<file path="config.mk">
export PLATFORM = sky130hd
export DESIGN_NAME = s_expression_byte_tokenizer
export DESIGN_NICKNAME = d
export VERILOG_FILES = /design/src/rtl/sebt_pkg.sv /design/src/rtl/s_expression_byte_tokenizer.sv /design/src/rtl/sebt_classify.sv /design/src/rtl/sebt_position.sv
export SDC_FILE = /design/constraint.sdc
export NUM_CORES = 1
export LEC_CHECK = 0
export CORE_UTILIZATION = 25
export CTS_BUF_LIST = sky130_fd_sc_hd__clkbuf_4 sky130_fd_sc_hd__clkbuf_8 sky130_fd_sc_hd__clkbuf_16
export CTS_CLUSTER_DIAMETER = 80
export CTS_CLUSTER_SIZE = 40
export DETAILED_ROUTE_END_ITERATION = 6
export DONT_BUFFER_PORTS = 1
export SYNTH_ARGS = -nofsm -noshare
export SYNTH_HDL_FRONTEND = slang
export SYNTH_HIERARCHICAL = 1
export SYNTH_SLANG_ARGS = --single-unit
</file>
<file path="constraint.sdc">
create_clock -name clk_i -period 3.1 [get_ports clk_i]
set_input_delay 0.62 -clock clk_i [delete_from_list [all_inputs] [get_ports clk_i]]
set_output_delay 0.62 -clock clk_i [all_outputs]
set_load 0.005 [all_outputs]
</file>
<file path="src/rtl/sebt_pkg.sv">
// sebt_pkg: shared types, character codes and helper functions for the
// S-expression byte tokenizer. No dependencies.
`default_nettype none
package sebt_pkg;

  // Width of the internal line and column counters.
  localparam int unsigned POSITION_BITS = 16;
  localparam int unsigned REPORT_BITS   = 16;

  typedef logic [POSITION_BITS-1:0] pos_t;
  typedef logic [REPORT_BITS-1:0]   report_t;

  localparam pos_t POS_MAX = {POSITION_BITS{1'b1}};
  localparam pos_t POS_ONE = pos_t'(1);

  // Character codes
  localparam logic [7:0] CH_OPEN    = 8'h28;  // (
  localparam logic [7:0] CH_CLOSE   = 8'h29;  // )
  localparam logic [7:0] CH_SEMI    = 8'h3B;  // ;
  localparam logic [7:0] CH_MINUS   = 8'h2D;  // -
  localparam logic [7:0] CH_PLUS    = 8'h2B;  // +
  localparam logic [7:0] CH_DOT     = 8'h2E;  // .
  localparam logic [7:0] CH_NEWLINE = 8'h0A;
  localparam logic [7:0] CH_SPACE   = 8'h20;
  localparam logic [7:0] CH_TAB     = 8'h09;
  localparam logic [7:0] CH_CR      = 8'h0D;
  localparam logic [7:0] CH_ZERO    = 8'h30;
  localparam logic [7:0] CH_NINE    = 8'h39;

  typedef enum logic [1:0] {
    MODE_IDLE    = 2'd0,
    MODE_COMMENT = 2'd1,
    MODE_NUMBER  = 2'd2,
    MODE_SYMBOL  = 2'd3
  } scan_mode_e;

  typedef enum logic [2:0] {
    KIND_SPACE   = 3'd0,
    KIND_COMMENT = 3'd1,
    KIND_OPEN    = 3'd2,
    KIND_CLOSE   = 3'd3,
    KIND_NUMBER  = 3'd4,
    KIND_SYMBOL  = 3'd5
  } byte_kind_e;

  // Lexer state carried from byte to byte
  typedef struct packed {
    scan_mode_e mode;
    logic       decimal_seen;
  } scan_state_t;

  // Label for one byte
  typedef struct packed {
    byte_kind_e kind;
    logic       starts_token;
  } byte_label_t;

  function automatic logic is_space(input logic [7:0] b);
    return (b == CH_SPACE) || ((b >= CH_TAB) && (b <= CH_CR));
  endfunction

  function automatic logic is_digit(input logic [7:0] b);
    return (b >= CH_ZERO) && (b <= CH_NINE);
  endfunction

  // Clamp a counter to the reported width
  function automatic report_t clamp_report(input pos_t v);
    logic [31:0] w;
    w = 32'(v);
    return (w > 32'h0000_FFFF) ? {REPORT_BITS{1'b1}} : w[REPORT_BITS-1:0];
  endfunction

endpackage
`default_nettype wire

</file>
<file path="src/rtl/s_expression_byte_tokenizer.sv">
// s_expression_byte_tokenizer: top level; input stage, lexer state,
// position counters and result register. Depends on sebt_pkg,
// sebt_classify and sebt_position.
//
//  channel | signals                                         | dir
//  --------+-------------------------------------------------+-----
//  in      | in_valid_i, in_ready_o, text_byte_i,            | in
//          | end_of_text_i                                   |
//  out     | out_valid_o, out_ready_i, byte_kind_o,          | out
//          | starts_token_o, line_number_o, column_number_o, |
//          | last_byte_o                                     |
//
// One byte per cycle sustained while out_ready_i is high. A request is
// captured in the input stage, labeled by the classifier against the lexer
// state and written into the result register once that register is free or
// draining; out_valid_o comes from the result register.
// Reset clears both stage valids, puts the lexer idle and the
// counters at line 1, column 1; an end-of-text byte returns the lexer and
// counters to those values after it is labeled. When out_ready_i is low the
// result holds, the input stage fills, and then in_ready_o drops.
`default_nettype none
module s_expression_byte_tokenizer import sebt_pkg::*; (
  input  logic        clk_i,
  input  logic        rst_ni,
  input  logic        in_valid_i,
  output logic        in_ready_o,
  input  logic [7:0]  text_byte_i,
  input  logic        end_of_text_i,
  output logic        out_valid_o,
  input  logic        out_ready_i,
  output logic [2:0]  byte_kind_o,
  output logic        starts_token_o,
  output logic [15:0] line_number_o,
  output logic [15:0] column_number_o,
  output logic        last_byte_o
);

  // Input stage
  logic       stage_valid_q;
  logic [7:0] stage_byte_q;
  logic       stage_eot_q;

  // Lexer state and position counters
  scan_state_t state_q, state_d, state_next;
  pos_t        line_q, line_d, line_next;
  pos_t        column_q, column_d, column_next;

  // Result register
  logic        out_valid_q;
  byte_label_t out_label_q;
  report_t     out_line_q, out_column_q;
  logic        out_eot_q;

  byte_label_t label;
  logic        in_accept;
  logic        advance;

  // The stage moves on whenever the result register is free or draining.
  assign advance    = stage_valid_q && (!out_valid_q || out_ready_i);
  assign in_ready_o = !stage_valid_q || advance;
  assign in_accept  = in_valid_i && in_ready_o;

  sebt_classify u_classify (
    .text_byte_i (stage_byte_q),
    .state_i     (state_q),
    .label_o     (label),
    .state_o     (state_next)
  );

  sebt_position u_position (
    .text_byte_i (stage_byte_q),
    .line_i      (line_q),
    .column_i    (column_q),
    .line_o      (line_next),
    .column_o    (column_next)
  );

  // State update; end of text returns everything to the reset values.
  always_comb begin
    state_d  = state_q;
    line_d   = line_q;
    column_d = column_q;
    if (advance) begin
      if (stage_eot_q) begin
        state_d  = '{mode: MODE_IDLE, decimal_seen: 1'b0};
        line_d   = POS_ONE;
        column_d = POS_ONE;
      end else begin
        state_d  = state_next;
        line_d   = line_next;
        column_d = column_next;
      end
    end
  end

  always_ff @(posedge clk_i or negedge rst_ni) begin
    if (!rst_ni) begin
      stage_valid_q <= 1'b0;
      out_valid_q   <= 1'b0;
      state_q       <= '{mode: MODE_IDLE, decimal_seen: 1'b0};
      line_q        <= POS_ONE;
      column_q      <= POS_ONE;
    end else begin
      if (in_accept) begin
        stage_valid_q <= 1'b1;
      end else if (advance) begin
        stage_valid_q <= 1'b0;
      end
      if (advance) begin
        out_valid_q <= 1'b1;
      end else if (out_ready_i) begin
        out_valid_q <= 1'b0;
      end
      state_q  <= state_d;
      line_q   <= line_d;
      column_q <= column_d;
    end
  end

  // Payload registers, no reset
  always_ff @(posedge clk_i) begin
    if (in_accept) begin
      stage_byte_q <= text_byte_i;
      stage_eot_q  <= end_of_text_i;
    end
    if (advance) begin
      out_label_q  <= label;
      out_line_q   <= clamp_report(line_q);
      out_column_q <= clamp_report(column_q);
      out_eot_q    <= stage_eot_q;
    end
  end

  assign out_valid_o     = out_valid_q;
  assign byte_kind_o     = out_label_q.kind;
  assign starts_token_o  = out_label_q.starts_token;
  assign line_number_o   = out_line_q;
  assign column_number_o = out_column_q;
  assign last_byte_o     = out_eot_q;

  // Counters never leave the 1-based range
  a_counts_nonzero: assert property (@(posedge clk_i) disable iff (!rst_ni)
    (line_q != '0) && (column_q != '0))
    else $error("line or column counter reached zero");

  // End of text returns lexer and counters to their reset values
  a_eot_resets: assert property (@(posedge clk_i) disable iff (!rst_ni)
    (advance && stage_eot_q) |=>
      (state_q.mode == MODE_IDLE) && !state_q.decimal_seen &&
      (line_q == POS_ONE) && (column_q == POS_ONE))
    else $error("state not reset after end of text");

  // Only parens, numbers and symbols start a token
  a_start_kind: assert property (@(posedge clk_i) disable iff (!rst_ni)
    (out_valid_q && out_label_q.starts_token) |->
      (out_label_q.kind == KIND_OPEN) || (out_label_q.kind == KIND_CLOSE) ||
      (out_label_q.kind == KIND_NUMBER) || (out_label_q.kind == KIND_SYMBOL))
    else $error("token start on a space or comment byte");

  // A decimal point is only remembered inside a number
  a_decimal_mode: assert property (@(posedge clk_i) disable iff (!rst_ni)
    state_q.decimal_seen |-> (state_q.mode == MODE_NUMBER))
    else $error("decimal flag set outside a number");

endmodule
`default_nettype wire

</file>
<file path="src/rtl/sebt_classify.sv">
// sebt_classify: labels one byte and computes the next lexer state.
// Depends on sebt_pkg.
`default_nettype none
module sebt_classify import sebt_pkg::*; (
  input  logic [7:0]  text_byte_i,
  input  scan_state_t state_i,
  output byte_label_t label_o,
  output scan_state_t state_o
);

  logic handled;
  logic delim;

  assign delim = (text_byte_i == CH_OPEN) || (text_byte_i == CH_CLOSE) ||
                 (text_byte_i == CH_SEMI) || is_space(text_byte_i);

  always_comb begin
    label_o = '{kind: KIND_SPACE, starts_token: 1'b0};
    state_o = state_i;
    handled = 1'b0;

    // Continue the current token
    case (state_i.mode)
      MODE_COMMENT: begin
        if (text_byte_i != CH_NEWLINE) begin
          label_o.kind = KIND_COMMENT;
          handled      = 1'b1;
        end
      end
      MODE_NUMBER: begin
        if ((text_byte_i == CH_DOT) && !state_i.decimal_seen) begin
          state_o.decimal_seen = 1'b1;
          label_o.kind         = KIND_NUMBER;
          handled              = 1'b1;
        end else if (is_digit(text_byte_i)) begin
          label_o.kind = KIND_NUMBER;
          handled      = 1'b1;
        end
      end
      MODE_SYMBOL: begin
        if (!delim) begin
          label_o.kind = KIND_SYMBOL;
          handled      = 1'b1;
        end
      end
      default: ;
    endcase

    // Between tokens
    if (!handled) begin
      state_o = '{mode: MODE_IDLE, decimal_seen: 1'b0};
      if (is_space(text_byte_i)) begin
        label_o.kind = KIND_SPACE;
      end else if (text_byte_i == CH_OPEN) begin
        label_o = '{kind: KIND_OPEN, starts_token: 1'b1};
      end else if (text_byte_i == CH_CLOSE) begin
        label_o = '{kind: KIND_CLOSE, starts_token: 1'b1};
      end else if (text_byte_i == CH_SEMI) begin
        label_o.kind = KIND_COMMENT;
        state_o.mode = MODE_COMMENT;
      end else if (is_digit(text_byte_i) || (text_byte_i == CH_PLUS) ||
                   (text_byte_i == CH_MINUS)) begin
        label_o      = '{kind: KIND_NUMBER, starts_token: 1'b1};
        state_o.mode = MODE_NUMBER;
      end else begin
        label_o      = '{kind: KIND_SYMBOL, starts_token: 1'b1};
        state_o.mode = MODE_SYMBOL;
      end
    end
  end

endmodule
`default_nettype wire

</file>
<file path="src/rtl/sebt_position.sv">
// sebt_position: next line and column counts after one byte, saturating.
// Depends on sebt_pkg.
`default_nettype none
module sebt_position import sebt_pkg::*; (
  input  logic [7:0] text_byte_i,
  input  pos_t       line_i,
  input  pos_t       column_i,
  output pos_t       line_o,
  output pos_t       column_o
);

  always_comb begin
    line_o   = line_i;
    column_o = column_i;
    if (text_byte_i == CH_NEWLINE) begin
      if (line_i != POS_MAX) begin
        line_o = line_i + POS_ONE;
      end
      column_o = POS_ONE;
    end else if (column_i != POS_MAX) begin
      column_o = column_i + POS_ONE;
    end
  end

endmodule
`default_nettype wire
</file>
==> run summary, run 1 <==
dpl cells - 568
Cell Area, Placed - 0.004602 mm^2
syn avg cell area - 12.51 um^2
final period utilization - 0.8806
Final HPWL DP - 5.957 mm
Worst-Margin Slew - 754.4 ps
initial antenna violation count - 0
cell area power density - 528.8 mW/mm^2
synth unique cells - 62
crit end category - flip-flop
Hold Path Class - input port to async pin
1st-pass router iterations - 4
I/O Buffers - 0
Critical Path Fanout Max - 13
total CTS buffers - 9
Nets - 370
global-route wire length before repair - 14.50 mm
Area Overhead vs Synth - 11.89%
syn_nets - 365
fraction of registers with async set/reset - 0.4458
CP arrival - 2960 ps
final hold violations - 0
static leakage - 1.939 nW
Die W - 134.3 um
final wirelength - 8.990 mm
Pins Over Slew Limit - 0
Routability Congestion - 0.8837
Design Area, Final - 0.004898 mm^2
DRT iter0 DRCs - 163
most frequent cells in the layout - 46 x edfxtp_1, 35 x dfrtp_1, 27 x mux2_4
share of cells above drive strength 1 - 0.2167
Post-synth EDFFs - 46
vias in the first global route - 2718
Core Footprint - 0.01718 mm^2
commonest non-fill, non-tap cell in the layout - edfxtp_1
CTS Sinks - 83
Root Buffer Master - clkbuf_16
Mapped Area - 0.004378 mm^2
Synth Instances - 350
FF+latch area - 0.002310 mm^2
Pint - 1.915 mW
Post-DRT Antenna Nets - 0
Sequential Power Share - 0.516
Finish-stage setup viols - 0
Die H - 134.3 um
Initial Utilization - 0.2549
routed len/inst - 15.37 um
Syn. warnings - 6
Die Footprint - 0.01804 mm^2
Multi-input gate area - 0.001912 mm^2
fin crit period - 2730 ps
status - finished clean
register area share after synthesis - 0.5276
Worst Clk Skew - 5.469 ps
#FFs+latches synth - 83
Psw - 674.7 uW
Slew HR - 0.4932
vias - 2758
TritonCTS clock tree - yes
VDD IR-drop max - 0.0002595 V
most used flip-flop cell after synthesis - edfxtp_1
critical path startpoint category - flip-flop
critical path required time - 3330 ps
FILL cells - 1785
Setup Buffers After CTS - 0
clock latency on the worst-skew pair - 350 ps
reg2reg path depth - 6
Ports - 52
number of remaining DRC errors - 0
Min Hold Slack - 107.2 ps
combinational cell fraction of total power - 0.097
critical path class - flip-flop to flip-flop
fmax - 366.3 MHz
Core Rows - 48
largest net degree at the start of global routing - 37
Switching Fraction - 0.2605
clock tree buffer depth - 2
clock-pin slew on the worst setup and hold paths - 60 ps
vias per cell - 4.715
Antenna diodes - 0
total global routing overflow - 0
clock share of power - 0.387
setup TNS - 0 ps
fin cells - 585
H-tree depth - 3
Total Routing Usage GR - 0.1060
Final Power - 2.590 mW
RSZ-0062 raised after global routing - false
# Max-Cap Violations - 0
worst paths after layout:
kind                            startpoint          endpoint  slack [ps]
setup / recovery           stage_byte_q[5]        line_q[14]         370
hold / removal                      rst_ni       column_q[8]         110
setup reg to reg           stage_byte_q[5]        line_q[14]         370
hold reg to reg                  line_q[7]  line_number_o[7]         540
max in group asynchronous           rst_ni        line_q[15]        2790
min in group clk_i           end_of_text_i       stage_eot_q         370
cell families after synthesis:
kind of cell	share of synthesized area
buffers and inverters	0.03572
and+or+nand+nor	0.2201
adders and majority gates	0.005715
DFF	0.5276
AOI/OAI and AO/OA	0.06231
muxes	0.1226
xor gates and xnor gates	0.02601
worst max-delay path: stages (launching register included):
cell and delay, ps:
edfxtp_1 500, nor4_1 540, nand2_1 450, nor4_1 370, mux2_2 360, and2b_1 150, mux2_4 250
repair_timing:
| action | CTS | global route |
|---|---|---|
| resized for setup | 0 | 0 |
| hold buffers | 1 | 0 |
| endpoints found under the hold margin | 35 | 0 |
| setup endpoints to repair | 0 | 0 |
power groups by stage:
stage / Sequential, mW / Combinational, mW / Clock [mW]
after floorplan: 1.33 / 0.220 / 0
after global placement: 1.36 / 0.230 / 0
after detailed placement: 1.36 / 0.240 / 0
after CTS: 1.34 / 0.255 / 1.03
after global routing: 1.35 / 0.279 / 1.08
final: 1.34 / 0.252 / 1.00
flip-flops by register name (all words and copies together), names as in the netlist:
name             flops
state_q              3
stage_eot_q          1
out_valid_o          1
column_q            16
stage_byte_q         8
stage_valid_q        1
line_number_o       16
last_byte_o          1
starts_token_o       1
column_number_o     16
byte_kind_o          3
line_q              16
metrics by stage:
stage                     worst slack [ps]    util
after floorplan                      812.7       -
after global placement               486.2  0.2679
after detailed placement             383.4  0.2679
after CTS                            382.8  0.2852
after global routing                 81.36  0.2852
final                                370.0  0.2852
final cells by class:
| type | count | area share |
|---|---|---|
| Clock buffer | 9 | 0.04598 |
| Clock inverter | 7 | 0.01047 |
| Inverter | 9 | 0.006897 |
| Multi-Input combinational cell | 244 | 0.3903 |
| Sequential cell | 83 | 0.4715 |
| Tap cell | 225 | 0.05747 |
| Timing Repair Buffer | 8 | 0.01737 |
layer usage:
metal | track usage | part of all wire | up-vias | routed length, um
li1 | - | - | 1314 | -
met1 | 0.1263 | 0.47 | 1362 | 4184
met2 | 0.1670 | 0.46 | 73 | 4161
met3 | 0.04837 | 0.059 | 9 | 529
met4 | 0.03933 | 0.013 | 0 | 114
met5 | 0 | 0 | - | 0
synthesized netlist by cell type (all sizes together) (3+ instances only):
| cell | n | area (um^2) |
|---|---|---|
| buf | 8 | 100.1 |
| nor2b | 19 | 118.9 |
| mux2 | 36 | 506.7 |
| nand3 | 11 | 60.06 |
| nor4 | 13 | 123.9 |
| clkbuf | 6 | 22.52 |
| a31oi | 5 | 31.28 |
| mux2i | 3 | 30.03 |
| nor3 | 11 | 60.06 |
| inv | 9 | 33.78 |
| and3 | 6 | 37.54 |
| o21ai | 8 | 40.04 |
| nand2 | 19 | 71.32 |
| o41ai | 3 | 33.79 |
| and2 | 3 | 21.28 |
| dfrtp | 35 | 875.8 |
| and2b | 15 | 112.6 |
| xor2 | 12 | 105.1 |
| nand2b | 5 | 38.78 |
| a21oi | 13 | 65.06 |
| nand4 | 8 | 65.06 |
| edfxtp | 46 | 1381 |
| nor2 | 14 | 52.55 |
| or4 | 3 | 22.52 |
| nor4b | 3 | 26.28 |
| nor3b | 4 | 30.03 |
| or3 | 5 | 37.54 |
Power figures use the tool's default switching activity.
==> inputs of run 2 (changes only) <==
- CORE_UTILIZATION: 25 -> 40
- SKIP_CTS_REPAIR_TIMING: unset -> 1
- clock period: 3.1 -> 2.4 ns (I/O delays scaled with it)
==> run summary, run 2 (synthesis gave the netlist of run 1 again) <==
status - finished clean
CTS Sinks - 83 (unchanged)
CP arrival - 2550 ps (-410 ps)
Final HPWL DP - 5.371 mm (-9.8%)
Die W - 106.6 um (-21%)
Worst Clk Skew - 6.494 ps (+1.025 ps)
clock tree buffer depth - 2 (unchanged)
VDD IR-drop max - 0.0003216 V (+24%)
initial antenna violation count - 0 (unchanged)
Core Footprint - 0.01046 mm^2 (-39%)
Top delay family on crit path - simple AND/OR/NAND/NOR gates
commonest non-fill, non-tap cell in the layout - edfxtp_1
TritonCTS clock tree - yes
Ports - 52 (unchanged)
Antenna diodes - 0 (unchanged)
Core Rows - 37 (-23%)
Slew HR - 0.7038 (+0.2106)
cell area power density - 643.3 mW/mm^2 (+22%)
fmax - 435.5 MHz (+19%)
total CTS buffers - 9 (unchanged)
DP Worst Slack - 55.79 ps (-327.6 ps)
Die Footprint - 0.01137 mm^2 (-37%)
final hold violations - 0 (unchanged)
peak per-stage delay on the critical path - 440 ps (-100 ps)
share of cells above drive strength 1 - 0.2813 (+0.06458)
reg2reg path depth - 7 (+1)
routed len/inst - 15.84 um (+3.1%)
RSZ-0062 raised after global routing - false
final period utilization - 0.9567 (+0.07607)
Root Buffer Master - clkbuf_8
setup TNS - 0 ps (unchanged)
hold depth - 0
Post-DRT Antenna Nets - 0 (unchanged)
clock latency on the worst-skew pair - 360 ps (about the same)
I/O Buffers - 0 (unchanged)
DRT iter0 DRCs - 106 (-35%)
1st-pass router iterations - 4 (unchanged)
Die H - 106.6 um (-21%)
critical path class - flip-flop to flip-flop
fin crit period - 2296 ps (-433.9 ps)
stages on the worst setup path - 7 (+1)
Critical Path Fanout Max - 7 (-6)
crit end category - flip-flop
Initial Utilization - 0.4184 (+0.1636)
worst path bufs/invs - 1 (+1)
final wirelength - 8.238 mm (-8.4%)
Finish-stage setup viols - 0 (unchanged)
clock-pin slew on the worst setup and hold paths - 90 ps (+30 ps)
critical path cell sequence - nor4_2, buf_4, nand2_1, nor4_1, mux2_2, and2b_1, mux2_4
most frequent cells in the layout - 46 x edfxtp_1, 35 x dfrtp_1, 27 x mux2_4, 27 x buf_4
# Max-Cap Violations - 0 (unchanged)
Worst-Margin Slew - 439.5 ps (-314.8 ps)
H-tree depth - 3 (unchanged)
critical path required time - 2650 ps (-680 ps)
Final WS setup - 103.9 ps (-266.1 ps)
Total Routing Usage GR - 0.1503 (+0.04428)
global-route wire length before repair - 13.32 mm (-8.1%)
Nets - 394 (+6.5%)
vias per cell - 5.354 (+14%)
Routability Congestion - 0.7457 (-16%)
number of remaining DRC errors - 0 (unchanged)
critical path startpoint category - flip-flop
Worst path slowest cell - edfxtp_1
largest net degree at the start of global routing - 38 (+2.7%)
total global routing overflow - 0 (unchanged)
Hold Path Class - input port to flip-flop
vias in the first global route - 2747 (+1.1%)
Area Overhead vs Synth - 13.75%
static leakage - 2.054 nW (+5.9%)
vias - 2784 (+0.94%)
Pins Over Slew Limit - 0 (unchanged)
run 2: cell count changes in the layout (fill, tap and decap cells not counted), moves of 2 or more:
cell	delta
inv_6	-2
buf_4	+21
nor4_2	+2
nor4b_1	-2
clkbuf_8	+10
nor4_1	-3
clkbuf_16	-9
bufinv_16	+2
nor4b_2	+2
run 2: final cells by class:
cell class	count	area (um^2)
clock buffer	10	137.6
clock inverter	6	88.84
fill	953	5483
inverter	9	33.78
multi-input combinational	244	1954
sequential	83	2310
tap	136	170.2
timing repair buffer	32	285.3
run 2: stage by stage:
step	hold slack, ps	instance area [um^2]	instances	power (mW)	util
2_1_floorplan	184.4	4378	350	1.996	-
4_1_cts	-211.1	4880	515	3.218	0.4664
3_3_place_gp	185.6	4653	499	2.078	0.4448
3_5_place_dp	185.6	4653	499	2.086	0.4448
6_report	213.8	4980	520	3.203	0.4760
5_1_grt	193.5	4980	520	3.345	0.4760
run 2: path summary, 6_finish.rpt:
path	from	end	slack (ps)
worst max-delay path	stage_byte_q[4]	line_q[14]	100
worst min-delay path	text_byte_i[1]	stage_byte_q[1]	210
worst max register to register	stage_byte_q[4]	line_q[14]	100
worst min register to register	line_q[15]	line_number_o[15]	520
max in group asynchronous	rst_ni	column_q[0]	1510
min in group asynchronous	rst_ni	line_q[9]	610
run 2: metal layers:
layer  vias to the layer above  track usage  part of all wire
li1                       1357            -                 -
met1                      1369       0.2002              0.49
met2                        45       0.2323              0.46
met3                        13      0.03708             0.034
met4                         0      0.06556             0.017
met5                         -            0                 0
run 2: report_power, final:
part / internal [mW] / switching (mW) / total (mW)
Combinational: 0.184 / 0.210 / 0.393
Clock: 0.614 / 0.510 / 1.12
Sequential: 1.62 / 0.0701 / 1.69
Total: 2.41 / 0.790 / 3.20
